$ cat src/rtl/core/cmbc_pkg.sv
// Shared types and constants for the combinatorics count block.
`default_nettype none

package cmbc_pkg;

    // Input field width (n and r).
    localparam int N_W      = 6;
    // Width of a saturated count.
    localparam int CNT_W    = 63;
    // Widest multiplier factor: m - j + 1 with m up to n + r - 1.
    localparam int FAC_W    = N_W + 1;
    // Product of a count and a factor.
    localparam int PROD_W   = CNT_W + FAC_W;
    // Divider retires this many quotient bits per cycle.
    localparam int DIG_BITS = 4;
    localparam int DIV_STEPS = (PROD_W + DIG_BITS - 1) / DIG_BITS;
    localparam int WORK_W   = DIV_STEPS * DIG_BITS;
    localparam int STEP_W   = $clog2(DIV_STEPS);
    localparam int NUM_CNT  = 4;

    localparam logic [CNT_W-1:0] CNT_MAX = '1;

    typedef struct packed {
        logic              start;
        logic [PROD_W-1:0] dividend;
        logic [N_W-1:0]    divisor;
    } div_req_t;

    typedef struct packed {
        logic              done;
        logic [PROD_W-1:0] quotient;
    } div_rsp_t;

    typedef enum logic [2:0] {
        ST_IDLE,
        ST_LOAD,
        ST_TEST,
        ST_MUL,
        ST_DSTART,
        ST_DIV,
        ST_UPD,
        ST_DONE
    } state_t;

    // Order matches the bits of the overflow flags.
    typedef enum logic [1:0] {
        PH_PERM,
        PH_POW,
        PH_COMB,
        PH_HCOMB
    } phase_t;

endpackage

`default_nettype wire

$ cat src/rtl/core/cmbc_div.sv
// Iterative radix-16 divider of a product by a small divisor.
`default_nettype none

module cmbc_div (
    input  wire logic               clk,
    input  wire logic               rst_n,
    input  wire cmbc_pkg::div_req_t req,
    output cmbc_pkg::div_rsp_t      rsp
);
    import cmbc_pkg::*;

    // Dividend bits leave at the top while quotient bits enter at the bottom.
    logic [WORK_W-1:0] work_reg, work_next;
    logic [N_W-1:0]    rem_reg, rem_next;
    logic [N_W-1:0]    divisor_reg, divisor_next;
    logic [STEP_W-1:0] step_reg, step_next;
    logic              busy_reg, busy_next;
    logic              done_reg, done_next;

    always_comb
    begin
        logic [N_W:0]      trial;
        logic [N_W-1:0]    r;
        logic [WORK_W-1:0] w;

        work_next    = work_reg;
        rem_next     = rem_reg;
        divisor_next = divisor_reg;
        step_next    = step_reg;
        busy_next    = busy_reg;
        done_next    = 1'b0;
        r            = rem_reg;
        w            = work_reg;
        trial        = '0;

        if (req.start)
        begin
            work_next    = {{(WORK_W-PROD_W){1'b0}}, req.dividend};
            rem_next     = '0;
            divisor_next = req.divisor;
            step_next    = '0;
            busy_next    = 1'b1;
        end
        else if (busy_reg)
        begin
            for (int i = 0; i < DIG_BITS; i++)
            begin
                trial = {r, w[WORK_W-1]};
                w     = {w[WORK_W-2:0], 1'b0};
                if (trial >= {1'b0, divisor_reg})
                begin
                    trial = trial - {1'b0, divisor_reg};
                    w[0]  = 1'b1;
                end
                r = trial[N_W-1:0];
            end
            work_next = w;
            rem_next  = r;
            step_next = step_reg + 1'b1;
            if (step_reg == STEP_W'(DIV_STEPS - 1))
            begin
                busy_next = 1'b0;
                done_next = 1'b1;
            end
        end
    end

    always_ff @(posedge clk or negedge rst_n)
    begin
        if (!rst_n)
        begin
            step_reg <= '0;
            busy_reg <= 1'b0;
            done_reg <= 1'b0;
        end
        else
        begin
            step_reg <= step_next;
            busy_reg <= busy_next;
            done_reg <= done_next;
        end
    end

    always_ff @(posedge clk)
    begin
        work_reg    <= work_next;
        rem_reg     <= rem_next;
        divisor_reg <= divisor_next;
    end

    assign rsp.done     = done_reg;
    assign rsp.quotient = work_reg[PROD_W-1:0];

    a_start_when_free: assert property (@(posedge clk) disable iff (!rst_n)
        req.start |-> !busy_reg)
        else $error("divider started while busy");

    a_done_ends_busy: assert property (@(posedge clk) disable iff (!rst_n)
        done_reg |-> !busy_reg)
        else $error("divider done while still busy");

    a_step_bounded: assert property (@(posedge clk) disable iff (!rst_n)
        busy_reg |-> (step_reg < STEP_W'(DIV_STEPS)))
        else $error("divider step count past the last digit");

endmodule

`default_nettype wire

$ cat src/rtl/core/combinatorics_counts.sv
// Top level: exact nPr, n^r, nCr and C(n+r-1, r) with saturation at 2^63-1.
`default_nettype none

// Takes n and r and returns the four counts nPr, n^r, nCr and nHr = C(n+r-1, r),
// each exact or saturated at 2^63-1 with its overflow bit set; n = 0 or n < r
// returns out_of_range with all counts and flags zero. One item is worked at a
// time: a single 63x7 multiplier runs the products, and for the two binomials
// each multiply is followed by an exact division by the step index on a
// radix-16 divider. The nCr loop runs up to min(r, n-r) and the nHr loop up to
// min(r, n-1); a count that saturates stops its loop early. A finished result
// waits in the output register while the next item is accepted.
module combinatorics_counts (
    input  wire logic                       clk,
    input  wire logic                       rst_n,
    input  wire logic                       in_valid,
    output logic                            in_stall,
    input  wire logic [cmbc_pkg::N_W-1:0]   n_items,
    input  wire logic [cmbc_pkg::N_W-1:0]   r_chosen,
    output logic                            out_valid,
    input  wire logic                       out_stall,
    output logic                            out_of_range,
    output logic [cmbc_pkg::CNT_W-1:0]      permutations,
    output logic [cmbc_pkg::CNT_W-1:0]      repeated_permutations,
    output logic [cmbc_pkg::CNT_W-1:0]      combinations,
    output logic [cmbc_pkg::CNT_W-1:0]      repeated_combinations,
    output logic [cmbc_pkg::NUM_CNT-1:0]    overflow_flags
);
    import cmbc_pkg::*;

    state_t              state_reg, state_next;
    phase_t              phase_reg, phase_next;
    logic [N_W-1:0]      n_reg, n_next;
    logic [N_W-1:0]      r_reg, r_next;
    logic [FAC_W-1:0]    m_reg, m_next;
    logic [N_W-1:0]      limit_reg, limit_next;
    logic [N_W-1:0]      cnt_reg, cnt_next;
    logic [CNT_W-1:0]    acc_reg, acc_next;
    logic [PROD_W-1:0]   prod_reg, prod_next;
    logic [CNT_W-1:0]    res_reg [NUM_CNT];
    logic [CNT_W-1:0]    res_next [NUM_CNT];
    logic [NUM_CNT-1:0]  flags_reg, flags_next;
    logic                oor_reg, oor_next;
    logic                out_valid_reg, out_valid_next;
    logic                out_load;

    logic                oor_o_reg;
    logic [CNT_W-1:0]    perm_o_reg, pow_o_reg, comb_o_reg, hcomb_o_reg;
    logic [NUM_CNT-1:0]  flags_o_reg;

    logic [FAC_W-1:0]    factor;
    logic [PROD_W-1:0]   mul_out;
    logic [PROD_W-1:0]   upd_val;
    logic                binom_phase;
    logic [N_W-1:0]      n_minus_r, n_minus_1;

    div_req_t            div_req;
    div_rsp_t            div_rsp;

    cmbc_div u_div (
        .clk   (clk),
        .rst_n (rst_n),
        .req   (div_req),
        .rsp   (div_rsp)
    );

    assign binom_phase = (phase_reg == PH_COMB) || (phase_reg == PH_HCOMB);
    assign n_minus_r   = n_reg - r_reg;
    assign n_minus_1   = n_reg - N_W'(1);

    // Factor for the current step: n - i, n, or m - j + 1 with j = cnt + 1.
    always_comb
    begin
        case (phase_reg)
            PH_PERM: factor = {1'b0, n_reg} - {1'b0, cnt_reg};
            PH_POW:  factor = {1'b0, n_reg};
            default: factor = m_reg - {1'b0, cnt_reg};
        endcase
    end

    assign mul_out = acc_reg * factor;
    assign upd_val = binom_phase ? div_rsp.quotient : prod_reg;

    assign div_req.start    = (state_reg == ST_DSTART);
    assign div_req.dividend = prod_reg;
    assign div_req.divisor  = cnt_reg + N_W'(1);

    always_comb
    begin
        logic             fin;
        logic [CNT_W-1:0] fin_val;
        logic             fin_ovf;

        state_next     = state_reg;
        phase_next     = phase_reg;
        n_next         = n_reg;
        r_next         = r_reg;
        m_next         = m_reg;
        limit_next     = limit_reg;
        cnt_next       = cnt_reg;
        acc_next       = acc_reg;
        prod_next      = prod_reg;
        res_next       = res_reg;
        flags_next     = flags_reg;
        oor_next       = oor_reg;
        out_valid_next = out_valid_reg && out_stall;
        out_load       = 1'b0;
        fin            = 1'b0;
        fin_val        = acc_reg;
        fin_ovf        = 1'b0;

        unique case (state_reg)
            ST_IDLE:
            begin
                if (in_valid)
                begin
                    n_next     = n_items;
                    r_next     = r_chosen;
                    flags_next = '0;
                    phase_next = PH_PERM;
                    if ((n_items == '0) || (n_items < r_chosen))
                    begin
                        oor_next = 1'b1;
                        for (int i = 0; i < NUM_CNT; i++)
                        begin
                            res_next[i] = '0;
                        end
                        state_next = ST_DONE;
                    end
                    else
                    begin
                        oor_next   = 1'b0;
                        state_next = ST_LOAD;
                    end
                end
            end

            ST_LOAD:
            begin
                acc_next = CNT_W'(1);
                cnt_next = '0;
                m_next   = (phase_reg == PH_HCOMB) ?
                           ({1'b0, n_reg} + {1'b0, r_reg} - FAC_W'(1)) : {1'b0, n_reg};
                // Binomials run only up to the smaller side so every step grows.
                case (phase_reg)
                    PH_COMB:  limit_next = (r_reg < n_minus_r) ? r_reg : n_minus_r;
                    PH_HCOMB: limit_next = (r_reg < n_minus_1) ? r_reg : n_minus_1;
                    default:  limit_next = r_reg;
                endcase
                state_next = ST_TEST;
            end

            ST_TEST:
            begin
                if (cnt_reg == limit_reg)
                begin
                    fin = 1'b1;
                end
                else
                begin
                    state_next = ST_MUL;
                end
            end

            ST_MUL:
            begin
                prod_next  = mul_out;
                state_next = binom_phase ? ST_DSTART : ST_UPD;
            end

            ST_DSTART:
            begin
                state_next = ST_DIV;
            end

            ST_DIV:
            begin
                if (div_rsp.done)
                begin
                    state_next = ST_UPD;
                end
            end

            ST_UPD:
            begin
                if (upd_val[PROD_W-1:CNT_W] != '0)
                begin
                    fin     = 1'b1;
                    fin_val = CNT_MAX;
                    fin_ovf = 1'b1;
                end
                else
                begin
                    acc_next   = upd_val[CNT_W-1:0];
                    cnt_next   = cnt_reg + N_W'(1);
                    state_next = ST_TEST;
                end
            end

            ST_DONE:
            begin
                if (!out_valid_reg || !out_stall)
                begin
                    out_load       = 1'b1;
                    out_valid_next = 1'b1;
                    state_next     = ST_IDLE;
                end
            end

            default:
            begin
                state_next = ST_IDLE;
            end
        endcase

        // Store the finished count and move on to the next one, or to the output after the last.
        if (fin)
        begin
            res_next[phase_reg]   = fin_val;
            flags_next[phase_reg] = fin_ovf;
            if (phase_reg == PH_HCOMB)
            begin
                state_next = ST_DONE;
            end
            else
            begin
                phase_next = phase_t'(phase_reg + 2'd1);
                state_next = ST_LOAD;
            end
        end
    end

    always_ff @(posedge clk or negedge rst_n)
    begin
        if (!rst_n)
        begin
            state_reg     <= ST_IDLE;
            phase_reg     <= PH_PERM;
            cnt_reg       <= '0;
            limit_reg     <= '0;
            out_valid_reg <= 1'b0;
        end
        else
        begin
            state_reg     <= state_next;
            phase_reg     <= phase_next;
            cnt_reg       <= cnt_next;
            limit_reg     <= limit_next;
            out_valid_reg <= out_valid_next;
        end
    end

    always_ff @(posedge clk)
    begin
        n_reg     <= n_next;
        r_reg     <= r_next;
        m_reg     <= m_next;
        acc_reg   <= acc_next;
        prod_reg  <= prod_next;
        res_reg   <= res_next;
        flags_reg <= flags_next;
        oor_reg   <= oor_next;
        if (out_load)
        begin
            oor_o_reg   <= oor_reg;
            perm_o_reg  <= res_reg[PH_PERM];
            pow_o_reg   <= res_reg[PH_POW];
            comb_o_reg  <= res_reg[PH_COMB];
            hcomb_o_reg <= res_reg[PH_HCOMB];
            flags_o_reg <= flags_reg;
        end
    end

    assign in_stall              = (state_reg != ST_IDLE);
    assign out_valid             = out_valid_reg;
    assign out_of_range          = oor_o_reg;
    assign permutations          = perm_o_reg;
    assign repeated_permutations = pow_o_reg;
    assign combinations          = comb_o_reg;
    assign repeated_combinations = hcomb_o_reg;
    assign overflow_flags        = flags_o_reg;

    a_div_done_in_wait: assert property (@(posedge clk) disable iff (!rst_n)
        div_rsp.done |-> (state_reg == ST_DIV))
        else $error("divider finished outside the wait state");

    a_step_in_range: assert property (@(posedge clk) disable iff (!rst_n)
        (state_reg == ST_MUL) |-> (cnt_reg < limit_reg))
        else $error("multiply step past the loop limit");

    a_oor_zero: assert property (@(posedge clk) disable iff (!rst_n)
        (out_valid && out_of_range) |->
            (overflow_flags == '0 && permutations == '0 && combinations == '0))
        else $error("out-of-range result carries nonzero counts");

    a_comb_sat: assert property (@(posedge clk) disable iff (!rst_n)
        (out_valid && overflow_flags[PH_COMB]) |-> (combinations == CNT_MAX))
        else $error("combination overflow without saturation");

endmodule

`default_nettype wire

$ cat config.mk
export PLATFORM = sky130hd
export DESIGN_NAME = combinatorics_counts
export DESIGN_NICKNAME = d
export VERILOG_FILES = /design/src/rtl/core/cmbc_pkg.sv /design/src/rtl/core/cmbc_div.sv /design/src/rtl/core/combinatorics_counts.sv
export SDC_FILE = /design/constraint.sdc
export NUM_CORES = 2
export LEC_CHECK = 0
export BUFFER_PORTS_ARGS = -buffer_cell sky130_fd_sc_hd__clkbuf_2
export CAP_MARGIN = 20
export CORE_MARGIN = 2
export CORE_UTILIZATION = 30
export DETAILED_ROUTE_END_ITERATION = 6
export PLACE_DENSITY = 0.55
export SETUP_SLACK_MARGIN = 0.4
export SKIP_LAST_GASP = 1
export SYNTH_ARGS = -nofsm -noshare
export SYNTH_HDL_FRONTEND = slang
export SYNTH_SLANG_ARGS = --single-unit
$ cat constraint.sdc
create_clock -name clk -period 25.4 [get_ports clk]
set_input_delay 3.81 -clock clk [delete_from_list [all_inputs] [get_ports clk]]
set_output_delay 3.81 -clock clk [all_outputs]
set_load 0.01 [all_outputs]
Word level (Yosys, flattened, before mapping)
Index checks and enable logic that the tools add are counted.
{ "word_totals": {"inputBits": 16, "out_inout_bits": 259, "word_cells": 164, "regBits": 775} }
{ "classes": {"n_mux": 72, "order_cmp": 11, "addsub": 13, "mul": 1, "n_eq_ne": 18, "reduce_logical": 18, "n_bitwise": 1} }
{ "op_table": {"columns": ["op", "count"], "rows": [
  ["$mux W252", 4],
  ["$bwmux W252", 1],
  ["$mux W63", 4],
  ["$mux W70", 3],
  ["$demux W63 S2", 1],
  ["$pmux W63 S2", 1],
  ["$mux W6", 14],
  ["$mul A63 B7 Y70", 1],
  ["$sub A6 B6 Y6", 5],
  ["$ge A7 B6 Y1", 4],
  ["$mux W3", 8],
  ["$pmux W3 S8", 1],
  ["$pmux W6 S2", 2],
  ["$mux W1", 19],
  ["$lt A6 B6 Y1", 3],
  ["$pmux W7 S2", 1],
  ["$eq A3 B3 Y1 const B", 4],
  ["$mux W4", 3],
  ["$ne A3 B3 Y1 const B", 4],
  ["$mux W2", 5],
  ["$mux W5", 2],
  ["$add A6 B6 Y7", 1],
  ["$reduce_bool A7 Y1", 1],
  ["$sub A6 B6 Y7", 1],
  ["other kinds (32)", 41]
]} }

Depth between registers and ports, before layout
{ "depth": {"depth_word": 16, "ltp_mapped": 39, "depth_no_buf": 38} }

Cells and area by module
Synthesis repeated with hierarchy kept, for this count alone.
{ "hier_totals": {"hier_cells": 4181, "hier_area_um2": 44102.3} }
{ "by_module_without_submodules": {"columns": ["mod", "area_each_um2", "seq_area_each_um2", "instances", "cells_per_inst"], "rows": [
  ["combinatorics_counts", 38523.2, 17887.2, 1, 3729],
  ["cmbc_div", 5579.1, 2617.5, 1, 452]
]} }

Worst setup path before layout
No wires, ideal clock.
{ "synth_path": {"path_kind": "input -> register", "startpoint": "in out_stall", "endpoint": "reg comb_o_reg[0] (netlist: combinations[0]) (enable)", "setup_ns": 0.960, "arrival_ns": 16.143, "path_buffers": 0, "path_slack_ns": 8.297, "stages": 1, "required_ns": 24.440, "path_cell_list": "a21oi_1"} }
{ "synth_between": {"elab_chain_len": 4} }
{ "synth_lines": {"columns": ["element", "line_no", "rtl"], "rows": [
  ["start, declared", "combinatorics_counts.sv:20", "input wire logic out_stall,"],
  ["$logic_not A1 Y1", "combinatorics_counts.sv:201", "if (!out_valid_reg || !out_stall)"],
  ["$logic_or A1 B1 Y1", "combinatorics_counts.sv:201", null],
  ["$mux W1", "combinatorics_counts.sv:201", null],
  ["$mux W1", "combinatorics_counts.sv:111", "unique case (state_reg)"],
  ["end signal, assigned", "combinatorics_counts.sv:267", "comb_o_reg <= res_reg[PH_COMB];"],
  ["end, declared", "combinatorics_counts.sv:47", "logic [CNT_W-1:0] perm_o_reg, pow_o_reg, comb_o_reg, hcomb_o_reg;"]
]} }
No other way between the ends.
A chain may end at the register's enable or synchronous reset.

Final worst setup path
{ "layout_path": {"startpoint": "reg phase_reg[0]", "endpoint": "reg prod_reg[64], data pin"} }
{ "layout_between": {"elab_chain_len": 3, "word_cells_on_any_way": 4, "classes_between": "mul (1); eq/ne (1); mux (1); reduce/logical (1)"} }
{ "layout_lines": {"columns": ["element", "line_no", "rtl"], "rows": [
  ["start, declared", "combinatorics_counts.sv:31", "phase_t phase_reg, phase_next;"],
  ["start signal, assigned", "combinatorics_counts.sv:245", "phase_reg <= phase_next;"],
  ["$eq A2 B1 Y1 / $logic_not A2 Y1 (equally long branches)", "combinatorics_counts.sv:73", "case (phase_reg)"],
  ["$pmux W7 S2 (*)", "combinatorics_counts.sv:73", null],
  ["$mul A63 B7 Y70 (*)", "combinatorics_counts.sv:80", "assign mul_out = acc_reg * factor;"],
  ["via mul_out[64]", "combinatorics_counts.sv:51", "logic [PROD_W-1:0] mul_out;"],
  ["end signal, assigned", "combinatorics_counts.sv:258", "prod_reg <= prod_next;"],
  ["end, declared", "combinatorics_counts.sv:38", "logic [PROD_W-1:0] prod_reg, prod_next;"]
]} }
The timed path passes the listed nets; every way through them passes the cells marked *.

==> summary.md <==
| Metric | Value |
|---|---|
| Status | complete, no violations |
| Initial core utilization | 30.2% |
| Highest-count cells in the layout ignoring fill and taps | 906 x nand2_1, 539 x inv_1, 486 x edfxtp_1 |
| Seq cells post-synth | 775 |
| Sequential-to-total area share from yosys stat | 47.4% |
| Worst Setup SP | phase_reg[0]$_DFF_PN0_ |
| Setup crit end kind | flip-flop |
| CP peak stage delay | 0.67 ns |
| R2r setup slk | 16.21 ns |
| Multi-input logic area | 20,100 um2 |
| CP Depth | 29 |
| Via density | 4.70 |
| Layout cells sized above 1 | 10.5% |
| I/O Buffers | 274 |
| Worst r2r dst | prod_reg[64]$_DFFE_PP_ |
| H-tree levels | 3 |
| Core Region | 143,000 um2 |
| Fmax | 109 MHz |
| Grt total ovfl | 0 |
| Largest net degree at the start of global routing | 84 |
| FF/Latch Area | 20,500 um2 |
| Clock skew | 0.0490 ns |
| # Post-CTS Setup Buffers | 0 |
| Crit Path Max Fanout | 43 |
| CTS tree | built |
| Kind of critical path | flip-flop to flip-flop |
| Period utilization | 36.2% |
| Die Area | 147,000 um2 |
| Die height | 384 um |
| WP buf/inv | 6 |
| Asr flop ratio synth | 3.23% |
| Max-Cap Viols | 0 |
| Final Hold Fails | 0 |
| Netlist Area Pre-Place | 43,300 um2 |
| Clock Path Buffers | 3 |
| Fin Setup TNS | 0 ns |
| Fillers | 14.5k |
| Layout area overhead | 14.2% |
| Post-synth EDFFs | 486 |
| R2R Path Start | phase_reg[0]$_DFF_PN0_ |
| Routed length per instance | 17.1 um |
| First-iteration detailed-routing DRC count | 1,859 |
| CTS resizes | 0 |
| Hold Crit Class | flip-flop to flip-flop |
| Synth warn | 0 |
| I/O pin cnt | 275 |
| Final setup viols | 0 |
| Required time worst endpoint | 25.92 ns |
| Worst Path Arrival | 9.70 ns |
| GRT Overall Usage | 14.9% |
| Sink Count | 775 |
| Yosys cell types | 68 |
| Max reg flops | 252 |
| Commonest non-fill, non-tap cell in the layout | nand2_1 |
| DRC | 0 |
| Syn avg cell area | 10.2 um2 |
| Post-Syn Nets | 4,737 |
| Vias post-DR | 30.1k |
| Critical path's slowest cell | buf_4 |
| Total wire length | 110,000 um |
| Synth Flop Type | edfxtp_1 |
| Die W | 384 um |
| Final period demand of the worst path | 9.19 ns |
| Largest delay share family, worst path | adder cells |
| CTS buffer count | 85 |
| CP endpoint | prod_reg[64]$_DFFE_PP_ |
| Number of global-route vias before repair | 30.2k |
| Reg2Reg Depth | 29 |
| HPWL after DPL | 76,600 um |
| Initial antenna violation count | 1 |
| Worst-path clk slew | 0.06 ns |
| Hold buffers post-CTS | 0 |
| Fin. max-slew vios | 0 |
| Worst-Margin Slew | 1.04 ns |
| Root Buffer Master | clkbuf_16 |
| RePlAce Congestion | 0.871 |
| CP Launch Type | flip-flop |
| Rel. slew slack | 30.7% |
| Fin nets | 4,921 |
| ANT nets after route | 0 |
| Rows | 139 |
| Synth Instances | 4,252 |
| TritonRoute pass-1 iters | 6 |
| Global-route wire length before repair | 173,000 um |
| Worst-skew pair later-pin latency | 0.70 ns |
| RSZ-0062 raised after global routing | no |
-- cell type report --
cell class / instances / share of cell area (%)
Inverter: 541 / 4.11
Multi-Input combinational cell: 2726 / 40.7
Tap cell: 1903 / 4.82
Timing Repair Buffer: 307 / 3.32
Antenna cell: 1 / 0.00506
Clock inverter: 36 / 0.851
Sequential cell: 775 / 41.5
Clock buffer: 121 / 4.74
-- per-stage QoR --
step	hold WS (ns)	area (um2)	worst slack (ns)	utilization [%]	instances
2_1_floorplan	0.400	43300	8.30	-	4252
3_3_place_gp	0.412	46600	16.46	32.5	6251
3_5_place_dp	0.412	46600	16.32	32.5	6251
4_1_cts	0.412	49400	16.23	34.5	6408
5_1_grt	0.418	49400	15.72	34.5	6409
6_report	0.415	49400	16.21	34.5	6410
-- synth_stat cells, types with 4 or more instances --
cell type | count | area share [%]
mux2i_1 | 13 | 0.30
xor2_1 | 39 | 0.79
a22oi_1 | 4 | 0.069
edfxtp_1 | 486 | 34
ha_1 | 158 | 4.6
o22ai_1 | 255 | 3.7
nand3_1 | 32 | 0.37
dfxtp_1 | 264 | 12
o21ai_1 | 9 | 0.10
a21oi_1 | 186 | 2.2
xnor2_1 | 67 | 1.4
a41oi_1 | 5 | 0.10
a32o_1 | 4 | 0.093
o21bai_1 | 16 | 0.28
o211ai_1 | 7 | 0.12
o21a_1 | 9 | 0.16
clkbuf_1 | 198 | 1.7
buf_1 | 11 | 0.095
inv_1 | 541 | 4.7
nand4_1 | 17 | 0.25
a31oi_1 | 17 | 0.25
nand3b_1 | 4 | 0.069
nor4_1 | 6 | 0.087
and3_1 | 11 | 0.16
nor3b_1 | 5 | 0.087
nor2_1 | 148 | 1.3
nand2_1 | 911 | 7.9
fa_1 | 311 | 14
dfrtp_1 | 25 | 1.4
o31ai_1 | 9 | 0.16
nor2b_1 | 24 | 0.35
o21ai_0 | 77 | 0.89
mux2_2 | 11 | 0.29
nand2b_1 | 21 | 0.30
a211oi_1 | 9 | 0.16
a21o_1 | 43 | 0.75
and2_1 | 231 | 3.3
nor3_1 | 24 | 0.28
-- logic make-up (layout without fill, tap and decap cells) --
kind of cell    after synthesis  in the layout  share of synthesized area, %
simple gates               1447           1447                          14.7
flops                       775            775                          47.4
buf+inv                     751           1005                          6.53
compound gates              679            679                          9.60
fa+ha+maj                   469            469                          19.0
xor+xnor                    106            106                          2.15
mux                          25             25                         0.639
other cells                   0              1                             0
-- how the worst min path moves through the flow --
stage / from / end / slack, ns / cells after the start
2_1_floorplan: oor_reg$_DFFE_PP_ / out_of_range$_DFFE_PP_ / 0.40 / 0
3_3_place_gp: res_reg[48]$_DFF_P_ / repeated_combinations[48]$_DFFE_PP_ / 0.41 / 0
3_5_place_dp: res_reg[193]$_DFF_P_ / permutations[4]$_DFFE_PP_ / 0.41 / 0
4_1_cts: res_reg[96]$_DFF_P_ / combinations[33]$_DFFE_PP_ / 0.41 / 0
5_1_grt: res_reg[96]$_DFF_P_ / combinations[33]$_DFFE_PP_ / 0.42 / 0
6_report: res_reg[96]$_DFF_P_ / combinations[33]$_DFFE_PP_ / 0.42 / 0
-- per-layer routing --
| layer | vias up | wire length [um] | track usage, % |
|---|---|---|---|
| met5 | - | 0 | 0 |
| met3 | 122 | 5860 | 2.78 |
| met1 | 14800 | 49700 | 20.1 |
| met2 | 745 | 52100 | 24.5 |
| li1 | 14400 | - | - |
| met4 | 0 | 2290 | 3.87 |
Power is left out: the tool's default activity adds up to more than one toggle a clock period on the data nets, which glitch-free logic cannot reach.
